**src/rbd_pkg.sv**
```systemverilog
// Shared constants, op codes and status type for the retry backoff decision core.
// Used by the controller, the datapath, the top level and the checker.
`default_nettype none

package rbd_pkg;

	localparam int unsigned MAX_ITERATIONS_DEF = 15;

	// status codes
	localparam logic [9:0] ST_400 = 10'd400;
	localparam logic [9:0] ST_408 = 10'd408;
	localparam logic [9:0] ST_429 = 10'd429;
	localparam logic [9:0] ST_500 = 10'd500;
	localparam logic [9:0] ST_502 = 10'd502;
	localparam logic [9:0] ST_503 = 10'd503;
	localparam logic [9:0] ST_504 = 10'd504;

	// network error classes
	localparam logic [1:0] NET_NONE       = 2'd0;
	localparam logic [1:0] NET_NO_NETWORK = 2'd1;

	// configuration register indexes
	localparam logic [1:0] REG_RETRY_EN  = 2'd0;
	localparam logic [1:0] REG_BASE      = 2'd1;
	localparam logic [1:0] REG_WINDOW    = 2'd2;
	localparam logic [1:0] REG_CACHE_EN  = 2'd3;

	localparam logic [12:0] POW_SAT     = 13'd4096;
	localparam logic [22:0] CAP_MS      = 23'd60000;
	localparam logic [31:0] MIN_500_MS  = 32'd10000;
	localparam logic [34:0] MIN_LEFT_MS = 35'd5000;
	localparam logic [13:0] JITTER_MAX  = 14'd9999;
	localparam logic [13:0] MS_PER_S    = 14'd1000;
	localparam logic [31:0] TW_MAX_MS   = 32'd65535000;

	// shared multiplier and constant divider
	localparam int unsigned MUL_A_W   = 31;
	localparam int unsigned MUL_B_W   = 14;
	localparam int unsigned PROD_W    = MUL_A_W + MUL_B_W;
	localparam int unsigned DIV_BITS  = 4;
	localparam int unsigned DIV_STEPS = 12;
	localparam int unsigned NUM_W     = DIV_BITS * DIV_STEPS;
	localparam int unsigned DCNT_W    = $clog2(DIV_STEPS);
	localparam logic [6:0] DIV_BY_10  = 7'd10;
	localparam logic [6:0] DIV_BY_50  = 7'd50;

	typedef logic [3:0] op_t;
	localparam op_t OP_NONE  = 4'd0;
	localparam op_t OP_LOAD  = 4'd1;
	localparam op_t OP_POW   = 4'd2;
	localparam op_t OP_DIFF  = 4'd3;
	localparam op_t OP_MULJ  = 4'd4;
	localparam op_t OP_DIV10 = 4'd5;
	localparam op_t OP_WAIT  = 4'd6;
	localparam op_t OP_RA1   = 4'd7;
	localparam op_t OP_RAJ   = 4'd8;
	localparam op_t OP_DIV50 = 4'd9;
	localparam op_t OP_RASUM = 4'd10;
	localparam op_t OP_FIN   = 4'd11;
	localparam op_t OP_DEC   = 4'd12;
	localparam op_t OP_SKIP  = 4'd13;

	typedef struct packed {
		logic skip;
		logic pow_last;
	} dp_status_t;

endpackage

`default_nettype wire

```
**src/retry_backoff_decision_core.sv**
```systemverilog
// Top level of the retry backoff decision core: sequencer plus datapath.
// Depends on rbd_pkg, rbd_ctrl and rbd_dpath.
//
//  channel  | handshake                    | payload
//  ---------+------------------------------+--------------------------------------------
//  item     | start / busy                 | status_code net_error iteration elapsed_ms
//           |                              | jitter retry_after_valid retry_after_s
//  result   | done (one-cycle strobe)      | retry delay_ms cache_write cache_pending
//  config   | cfg_valid / cfg_ready        | cfg_index cfg_data
//
// An item is taken when start is high and busy is low. Items that are skipped (retry
// disabled, no network or a status that is not retryable) strobe done after the check;
// the others run the power loop over n, the saturated iteration count, then two divides.
// A new item can be taken in the cycle that done is high. Results hold until the next
// result. cfg_ready is always high. arst_n restores the sequencer and config register reset values.
`default_nettype none

module retry_backoff_decision_core #(
	parameter int unsigned MAX_ITERATIONS = rbd_pkg::MAX_ITERATIONS_DEF
) (
	input  wire logic        clk,
	input  wire logic        arst_n,
	input  wire logic        start,
	output logic             busy,
	input  wire logic [9:0]  status_code,
	input  wire logic [1:0]  net_error,
	input  wire logic [3:0]  iteration,
	input  wire logic [31:0] elapsed_ms,
	input  wire logic [13:0] jitter,
	input  wire logic        retry_after_valid,
	input  wire logic [30:0] retry_after_s,
	output logic             done,
	output logic             retry,
	output logic [31:0]      delay_ms,
	output logic             cache_write,
	output logic             cache_pending,
	input  wire logic        cfg_valid,
	output logic             cfg_ready,
	input  wire logic [1:0]  cfg_index,
	input  wire logic [15:0] cfg_data
);

	rbd_pkg::op_t        op;
	rbd_pkg::dp_status_t stat;

	assign cfg_ready = 1'b1;

	rbd_ctrl u_ctrl (
		.clk    (clk),
		.arst_n (arst_n),
		.start  (start),
		.stat   (stat),
		.op     (op),
		.busy   (busy),
		.done   (done)
	);

	rbd_dpath #(
		.MAX_ITERATIONS (MAX_ITERATIONS)
	) u_dpath (
		.clk               (clk),
		.arst_n            (arst_n),
		.op                (op),
		.stat              (stat),
		.cfg_we            (cfg_valid && cfg_ready),
		.cfg_index         (cfg_index),
		.cfg_data          (cfg_data),
		.status_code       (status_code),
		.net_error         (net_error),
		.iteration         (iteration),
		.elapsed_ms        (elapsed_ms),
		.jitter            (jitter),
		.retry_after_valid (retry_after_valid),
		.retry_after_s     (retry_after_s),
		.retry             (retry),
		.delay_ms          (delay_ms),
		.cache_write       (cache_write),
		.cache_pending     (cache_pending)
	);

endmodule

`default_nettype wire

```
**src/rbd_ctrl.sv**
```systemverilog
// Sequencer for the retry backoff decision core: steps the datapath through its ops.
// Depends on rbd_pkg.
`default_nettype none

module rbd_ctrl (
	input  wire logic                clk,
	input  wire logic                arst_n,
	input  wire logic                start,
	input  wire rbd_pkg::dp_status_t stat,
	output rbd_pkg::op_t             op,
	output logic                     busy,
	output logic                     done
);

	localparam logic [3:0] S_IDLE  = 4'd0;
	localparam logic [3:0] S_CHK   = 4'd1;
	localparam logic [3:0] S_POW   = 4'd2;
	localparam logic [3:0] S_DIFF  = 4'd3;
	localparam logic [3:0] S_MULJ  = 4'd4;
	localparam logic [3:0] S_DIV10 = 4'd5;
	localparam logic [3:0] S_WAIT  = 4'd6;
	localparam logic [3:0] S_RA1   = 4'd7;
	localparam logic [3:0] S_RAJ   = 4'd8;
	localparam logic [3:0] S_DIV50 = 4'd9;
	localparam logic [3:0] S_RASUM = 4'd10;
	localparam logic [3:0] S_FIN   = 4'd11;
	localparam logic [3:0] S_DEC   = 4'd12;
	localparam logic [3:0] S_SKIP  = 4'd13;

	localparam logic [rbd_pkg::DCNT_W-1:0] DCNT_LAST = rbd_pkg::DCNT_W'(rbd_pkg::DIV_STEPS - 1);

	logic [3:0]                  state_q, state_d;
	logic [rbd_pkg::DCNT_W-1:0]  dcnt_q;
	logic                        done_q;

	assign busy = (state_q != S_IDLE);
	assign done = done_q;

	always_comb begin
		state_d = state_q;
		op      = rbd_pkg::OP_NONE;
		unique case (state_q)
			S_IDLE: begin
				if (start) begin
					op      = rbd_pkg::OP_LOAD;
					state_d = S_CHK;
				end
			end
			S_CHK: begin
				state_d = stat.skip ? S_SKIP : S_POW;
			end
			S_POW: begin
				op = rbd_pkg::OP_POW;
				if (stat.pow_last) begin
					state_d = S_DIFF;
				end
			end
			S_DIFF: begin
				op      = rbd_pkg::OP_DIFF;
				state_d = S_MULJ;
			end
			S_MULJ: begin
				op      = rbd_pkg::OP_MULJ;
				state_d = S_DIV10;
			end
			S_DIV10: begin
				op = rbd_pkg::OP_DIV10;
				if (dcnt_q == DCNT_LAST) begin
					state_d = S_WAIT;
				end
			end
			S_WAIT: begin
				op      = rbd_pkg::OP_WAIT;
				state_d = S_RA1;
			end
			S_RA1: begin
				op      = rbd_pkg::OP_RA1;
				state_d = S_RAJ;
			end
			S_RAJ: begin
				op      = rbd_pkg::OP_RAJ;
				state_d = S_DIV50;
			end
			S_DIV50: begin
				op = rbd_pkg::OP_DIV50;
				if (dcnt_q == DCNT_LAST) begin
					state_d = S_RASUM;
				end
			end
			S_RASUM: begin
				op      = rbd_pkg::OP_RASUM;
				state_d = S_FIN;
			end
			S_FIN: begin
				op      = rbd_pkg::OP_FIN;
				state_d = S_DEC;
			end
			S_DEC: begin
				op      = rbd_pkg::OP_DEC;
				state_d = S_IDLE;
			end
			S_SKIP: begin
				op      = rbd_pkg::OP_SKIP;
				state_d = S_IDLE;
			end
			default: begin
				state_d = S_IDLE;
			end
		endcase
	end

	always_ff @(posedge clk or negedge arst_n) begin
		if (!arst_n) begin
			state_q <= S_IDLE;
			dcnt_q  <= '0;
			done_q  <= 1'b0;
		end else begin
			state_q <= state_d;
			done_q  <= (state_q == S_DEC) || (state_q == S_SKIP);
			if ((state_q == S_DIV10) || (state_q == S_DIV50)) begin
				dcnt_q <= dcnt_q + 1'b1;
			end else begin
				dcnt_q <= '0;
			end
		end
	end

endmodule

`default_nettype wire

```
**src/rbd_dpath.sv**
```systemverilog
// Datapath of the retry backoff decision core: config registers, shared multiplier,
// saturating power loop, radix-16 constant divider and the final decision. Depends on rbd_pkg.
`default_nettype none

module rbd_dpath #(
	parameter int unsigned MAX_ITERATIONS = rbd_pkg::MAX_ITERATIONS_DEF
) (
	input  wire logic                clk,
	input  wire logic                arst_n,
	input  wire rbd_pkg::op_t        op,
	output rbd_pkg::dp_status_t      stat,
	input  wire logic                cfg_we,
	input  wire logic [1:0]          cfg_index,
	input  wire logic [15:0]         cfg_data,
	input  wire logic [9:0]          status_code,
	input  wire logic [1:0]          net_error,
	input  wire logic [3:0]          iteration,
	input  wire logic [31:0]         elapsed_ms,
	input  wire logic [13:0]         jitter,
	input  wire logic                retry_after_valid,
	input  wire logic [30:0]         retry_after_s,
	output logic                     retry,
	output logic [31:0]              delay_ms,
	output logic                     cache_write,
	output logic                     cache_pending
);

	localparam int unsigned PW = rbd_pkg::PROD_W;
	localparam int unsigned NW = rbd_pkg::NUM_W;

	// config
	logic        retry_en_q;
	logic [5:0]  base_q;
	logic [15:0] window_q;
	logic        cache_en_q;

	// captured item
	logic [9:0]  status_q;
	logic [1:0]  net_q;
	logic [3:0]  n_q;
	logic [31:0] elapsed_q;
	logic [13:0] j_q;
	logic        ra_valid_q;
	logic [30:0] ra_s_q;

	// working registers
	logic [3:0]  cnt_q;
	logic [12:0] p_q;
	logic [12:0] pmin_q;
	logic [12:0] diff_q;
	logic [22:0] wait_q;
	logic [25:0] twms_q;
	logic [41:0] ra_q;
	logic [NW-1:0] num_q;
	logic [6:0]  rem_q;
	logic [31:0] dly_q;
	logic [34:0] left_q;

	// results
	logic        retry_q;
	logic [31:0] delay_q;
	logic        cw_q;

	logic [rbd_pkg::MUL_A_W-1:0] mul_a;
	logic [rbd_pkg::MUL_B_W-1:0] mul_b;
	logic [PW-1:0]               prod;
	logic [12:0]                 pow_next;
	logic [12:0]                 pmax;
	logic [6:0]                  div_d;
	logic [6:0]                  div_r;
	logic [NW-1:0]               div_n;
	logic [23:0]                 wait_sum;
	logic [41:0]                 ra_eff;
	logic [41:0]                 big;
	logic [31:0]                 big_sat;
	logic                        retryable;
	logic                        skip;

	always_comb begin
		retryable = (status_q == rbd_pkg::ST_408) || (status_q == rbd_pkg::ST_429) ||
			(status_q == rbd_pkg::ST_500) || (status_q == rbd_pkg::ST_502) ||
			(status_q == rbd_pkg::ST_503) || (status_q == rbd_pkg::ST_504) ||
			(net_q != rbd_pkg::NET_NONE);
		skip = !retry_en_q || (net_q == rbd_pkg::NET_NO_NETWORK) || !retryable;
	end

	assign stat.skip     = skip;
	assign stat.pow_last = (cnt_q == n_q);

	// shared multiplier operand select
	always_comb begin
		mul_a = '0;
		mul_b = '0;
		case (op)
			rbd_pkg::OP_POW: begin
				mul_a = rbd_pkg::MUL_A_W'(p_q);
				mul_b = rbd_pkg::MUL_B_W'(base_q);
			end
			rbd_pkg::OP_DIFF: begin
				mul_a = rbd_pkg::MUL_A_W'(pmin_q);
				mul_b = rbd_pkg::MS_PER_S;
			end
			rbd_pkg::OP_MULJ: begin
				mul_a = rbd_pkg::MUL_A_W'(diff_q);
				mul_b = j_q;
			end
			rbd_pkg::OP_WAIT: begin
				mul_a = rbd_pkg::MUL_A_W'(window_q);
				mul_b = rbd_pkg::MS_PER_S;
			end
			rbd_pkg::OP_RA1: begin
				mul_a = ra_s_q;
				mul_b = rbd_pkg::MS_PER_S;
			end
			rbd_pkg::OP_RAJ: begin
				mul_a = ra_s_q;
				mul_b = j_q;
			end
			default: begin
				mul_a = '0;
				mul_b = '0;
			end
		endcase
	end

	assign prod     = PW'(mul_a) * PW'(mul_b);
	assign pow_next = (prod > PW'(rbd_pkg::POW_SAT)) ? rbd_pkg::POW_SAT : prod[12:0];
	assign pmax     = (p_q < pmin_q) ? pmin_q : p_q;

	// four quotient bits per cycle
	always_comb begin
		div_d = (op == rbd_pkg::OP_DIV50) ? rbd_pkg::DIV_BY_50 : rbd_pkg::DIV_BY_10;
		div_r = rem_q;
		div_n = num_q;
		for (int i = 0; i < int'(rbd_pkg::DIV_BITS); i++) begin
			div_r = {div_r[5:0], div_n[NW-1]};
			div_n = {div_n[NW-2:0], 1'b0};
			if (div_r >= div_d) begin
				div_r    = div_r - div_d;
				div_n[0] = 1'b1;
			end
		end
	end

	always_comb begin
		wait_sum = 24'(wait_q) + 24'(num_q[22:0]);
		ra_eff   = ra_valid_q ? ra_q : '0;
		big      = (ra_eff > 42'(wait_q)) ? ra_eff : 42'(wait_q);
		big_sat  = (|big[41:32]) ? '1 : big[31:0];
	end

	always_ff @(posedge clk or negedge arst_n) begin
		if (!arst_n) begin
			retry_en_q <= 1'b1;
			base_q     <= 6'd2;
			window_q   <= 16'd20;
			cache_en_q <= 1'b0;
		end else if (cfg_we) begin
			unique case (cfg_index)
				rbd_pkg::REG_RETRY_EN: retry_en_q <= cfg_data[0];
				rbd_pkg::REG_BASE:     base_q     <= cfg_data[5:0];
				rbd_pkg::REG_WINDOW:   window_q   <= cfg_data;
				rbd_pkg::REG_CACHE_EN: cache_en_q <= cfg_data[0];
				default: ;
			endcase
		end
	end

	always_ff @(posedge clk) begin
		case (op)
			rbd_pkg::OP_LOAD: begin
				status_q   <= status_code;
				net_q      <= net_error;
				n_q        <= (32'(iteration) > 32'(MAX_ITERATIONS)) ?
					4'(MAX_ITERATIONS) : iteration;
				elapsed_q  <= elapsed_ms;
				j_q        <= (jitter > rbd_pkg::JITTER_MAX) ? rbd_pkg::JITTER_MAX : jitter;
				ra_valid_q <= retry_after_valid;
				ra_s_q     <= retry_after_s;
				cnt_q      <= '0;
				p_q        <= 13'd1;
			end
			rbd_pkg::OP_POW: begin
				if (cnt_q == n_q) begin
					pmin_q <= p_q;
				end
				p_q   <= pow_next;
				cnt_q <= cnt_q + 1'b1;
			end
			rbd_pkg::OP_DIFF: begin
				diff_q <= pmax - pmin_q;
				wait_q <= prod[22:0];
			end
			rbd_pkg::OP_MULJ, rbd_pkg::OP_RAJ: begin
				num_q <= NW'(prod);
				rem_q <= '0;
			end
			rbd_pkg::OP_DIV10, rbd_pkg::OP_DIV50: begin
				num_q <= div_n;
				rem_q <= div_r;
			end
			rbd_pkg::OP_WAIT: begin
				wait_q <= (wait_sum > 24'(rbd_pkg::CAP_MS)) ? rbd_pkg::CAP_MS : wait_sum[22:0];
				twms_q <= prod[25:0];
			end
			rbd_pkg::OP_RA1: begin
				ra_q <= prod[41:0];
			end
			rbd_pkg::OP_RASUM: begin
				ra_q <= ra_q + num_q[41:0];
			end
			rbd_pkg::OP_FIN: begin
				dly_q  <= ((status_q == rbd_pkg::ST_500) && (big_sat < rbd_pkg::MIN_500_MS)) ?
					rbd_pkg::MIN_500_MS : big_sat;
				left_q <= 35'(twms_q) - 35'(elapsed_q) - rbd_pkg::MIN_LEFT_MS;
			end
			rbd_pkg::OP_DEC: begin
				// time left after the 5 s margin must be positive and cover the delay
				retry_q <= !left_q[34] && (left_q != '0) && (left_q[33:0] >= 34'(dly_q));
				delay_q <= dly_q;
				cw_q    <= cache_en_q && ra_valid_q && (status_q > rbd_pkg::ST_400);
			end
			rbd_pkg::OP_SKIP: begin
				retry_q <= 1'b0;
				delay_q <= '0;
				cw_q    <= 1'b0;
			end
			default: ;
		endcase
	end

	assign retry         = retry_q;
	assign delay_ms      = delay_q;
	assign cache_write   = cw_q;
	assign cache_pending = retry_q;

endmodule

`default_nettype wire

```
**config.mk**
```make
export PLATFORM = sky130hd
export DESIGN_NAME = retry_backoff_decision_core
export DESIGN_NICKNAME = d
export VERILOG_FILES = /design/src/rbd_pkg.sv /design/src/retry_backoff_decision_core.sv /design/src/rbd_ctrl.sv /design/src/rbd_dpath.sv
export SDC_FILE = /design/constraint.sdc
export NUM_CORES = 2
export LEC_CHECK = 0
export BUFFER_PORTS_ARGS = -buffer_cell sky130_fd_sc_hd__buf_2
export CORE_MARGIN = 1
export CORE_UTILIZATION = 25
export DETAILED_ROUTE_END_ITERATION = 10
export GPL_TIMING_DRIVEN = 0
export PLACE_DENSITY = 0.47
export SYNTH_ARGS = -nofsm -noshare
export SYNTH_HDL_FRONTEND = slang
export SYNTH_HIERARCHICAL = 1
export SYNTH_SLANG_ARGS = --single-unit
```
**constraint.sdc**
```tcl
create_clock -name clk -period 12.4 [get_ports clk]
set_input_delay 2.48 -clock clk [delete_from_list [all_inputs] [get_ports clk]]
set_output_delay 2.48 -clock clk [all_outputs]
set_load 0.005 [all_outputs]
```
==> qor.txt <==
Critical Path AT: 12,400 ps
multi-input combinational cell area: 24,500 um^2
Hold Crit Class: flop to flop
DRT Wirelength: 127 mm
Crit. End Element: flop
most common cell after layout, fill and taps aside: nand2_1
dpl ws: -1500 ps
Primary FF master, synth: edfxtp_1
WS Path Type: input port to flop
htree depth: 2
clk_lat worst skew: 680 ps
Initial DRT Pass Iterations: 8
Post-Synthesis Cells: 4,051
# DRC: 0
Buf+Inv Stages, Crit Path: 5
global-route wire length before repair: 190 mm
setup TNS: 0 ps
Die X: 397 um
Die ar.: 158,000 um^2
Final WS setup: 395 ps
TritonCTS Buffers: 51
most frequent cells in the layout: 560 x nand2_1, 465 x inv_1, 382 x edfxtp_1, 357 x nor2_1, 349 x fa_1
synthesis-stage register bit count: 415
root buffer cell: clkbuf_16
Initial Util: 25.3%
vias in the first global route: 30,548
met1 usage: 21.4%
period utilization: 96.8%
MaxCap Viol Count: 0
syn nets: 4,813
min-delay src: u_ctrl/dcnt_q[0]
Die Y: 397 um
CTS tree: done
EDFF count, synth: 382
vias: 30,025
final worst clock skew: 57.6 ps
cell mode on critical path: fa_1
syn avg cell area: 9.65 um^2
clock transition at the registers of the reported paths: 60 ps
Most Used Layer, Global Route: met2
Critical Path RT: 12,800 ps
GRT Total Usage: 15.9%
run status: finished, final reports clean
Crit Reg-Reg Startpoint: u_ctrl/state_q[3]
fmax: 0.0833 GHz
YS warnings: 6
Final Hold Fails: 0
Iter 0 DRT Violations: 2,094
DP Wirelength: 103 mm
Worst path top cell family by delay: adder cells
Slowest-stage cell, CP: a22o_1
crit path launch type: input port
GR Util met3: 2.90%
Final Util: 28.8%
slowest stage delay, CP: 780 ps
CP Max Fanout: 10
Worst slew margin: 8.08%
Vias/cell: 4.72
Slew Limit Fails: 0
grt ovf: 0
CTS Buffer Depth: 3
IO buf count: 152
largest net degree at the start of global routing: 36
Routed Antenna Nets: 0
minimum clock period: 12,000 ps
fin nets: 5,034
hold_buf cts: 0
Core Footprint: 155,000 um^2
Layout area overhead: 13.9%
worst setup path startpoint: start
Site Rows: 144
# clock sinks: 415
final setup violation count: 0
wire length per cell: 19.9 um
Worst Max-Slew Pin Slew: 1370 ps
Register Area: 12,300 um^2
Filler cells: 16,378
Async S/R FF share, synth: 7.95%
sequential area share after synthesis: 31.5%
number of top-level pins: 154
gpl congestion: 0.891
grt met2 use: 25.7%
initial antenna violation count: 4
layout cells sized above 1: 9.65%
Syn Std Cell Area: 39,100 um^2
synth unique cells: 115
RSZ-0062 raised after global routing: no
-- synthesized netlist by cell type, drive strengths merged, types with 36 or more instances --
cell    instances  share of area [%]
edfxtp        382                 29
and2           77                1.2
a21oi         184                2.4
mux2           39                1.1
clkbuf        131                1.3
xnor2         100                2.3
a22oi          36               0.69
nor2          363                3.5
nor2b          37               0.59
nand4          45               0.74
fa            349                 18
xor2           63                1.4
a21o           92                1.8
inv           466                4.5
nor3           55               0.81
ha            297                9.5
nand2         561                5.4
nand3          54               0.72
o21ai         181                2.3
-- final cells by class --
type                    count  area share, %
inverters                 467           3.94
flip-flops and latches    415           27.6
repair buffers            171           2.33
diodes                      1        0.00562
plain buffers             155           1.58
multi-input cells        3011           54.9
clock inverters            27          0.784
clock buffers              65           3.08
well taps                2044           5.74
-- stage by stage --
stage | std cells | hold WS, ps | cell area, um^2
floorplan | 4051 | 431 | 39100
global placement | 6247 | 448 | 42400
detailed placement | 6263 | 452 | 42700
CTS | 6354 | 460 | 44400
global route | 6355 | 509 | 44500
finish | 6356 | 457 | 44500
-- worst paths after layout --
path / end / slack (ps) / depth (start not counted)
worst max-delay path: u_dpath/p_q[12] / 400 / 28
worst min-delay path: u_ctrl/dcnt_q[0] / 460 / 1
worst max register to register: u_dpath/p_q[12] / 1250 / 33
worst min register to register: u_ctrl/dcnt_q[0] / 460 / 1
max in group asynchronous: u_dpath/cache_en_q / 9890 / 1
min in group asynchronous: u_dpath/window_q[7] / 1940 / 1
-- cell families after synthesis --
| group | count (synthesis) | share of synthesized area, % |
|---|---|---|
| mux | 68 | 1.89 |
| other cells | 1 | 0.00959 |
| buf+inv | 625 | 6.25 |
| simple gates | 1365 | 16.2 |
| xor+xnor | 163 | 3.72 |
| compound gates | 768 | 13.1 |
| fa+ha+maj | 646 | 27.4 |
| flops | 415 | 31.5 |
-- registers in the layout, indices dropped and copies added (netlist names), 2 cells and up --
register and cells:
u_dpath/num_q 48, u_dpath/ra_q 42, u_dpath/left_q 34, u_dpath/delay_ms 32, u_dpath/dly_q 32, u_dpath/elapsed_q 32, u_dpath/ra_s_q 31, u_dpath/twms_q 26
u_dpath/wait_q 23, u_dpath/window_q 16, u_dpath/j_q 14, u_dpath/diff_q 13, u_dpath/p_q 13, u_dpath/pmin_q 13, u_dpath/status_q 10, u_dpath/base_q 6
u_dpath/rem_q 6, u_ctrl/dcnt_q 4, u_ctrl/state_q 4, u_dpath/cnt_q 4, u_dpath/n_q 4, u_dpath/net_q 2
-- per-layer routing --
| metal | part of all wire [%] | vias up | routed length [um] |
|---|---|---|---|
| met5 | 0.0087 | - | 11 |
| li1 | - | 14388 | - |
| met4 | 3.2 | 2 | 4110 |
| met2 | 45 | 797 | 57200 |
| met3 | 5.7 | 167 | 7260 |
| met1 | 46 | 14671 | 58000 |
-- worst reg2reg max path, delay by kind of cell (launching register included) --
| family | cells | cell delay [ps] |
|---|---|---|
| AND/OR/NAND/NOR | 10 | 2600 |
| AO/OA/AOI/OAI | 6 | 2090 |
| flip-flops | 1 | 370 |
| XOR/XNOR | 1 | 510 |
| adder cells (fa/ha/maj) | 7 | 3510 |
| buffers and inverters | 9 | 1820 |
-- timing repair --
item | CTS | global route
buffers inserted | 0 | 3
gates resized for setup | 11 | 34
pin swaps | 0 | 2
endpoints found under the setup margin | 13 | 13
cloned | 0 | 0
Power is not shown: default switching activity piles up to over one toggle a cycle in this logic, so the estimate is an artifact.
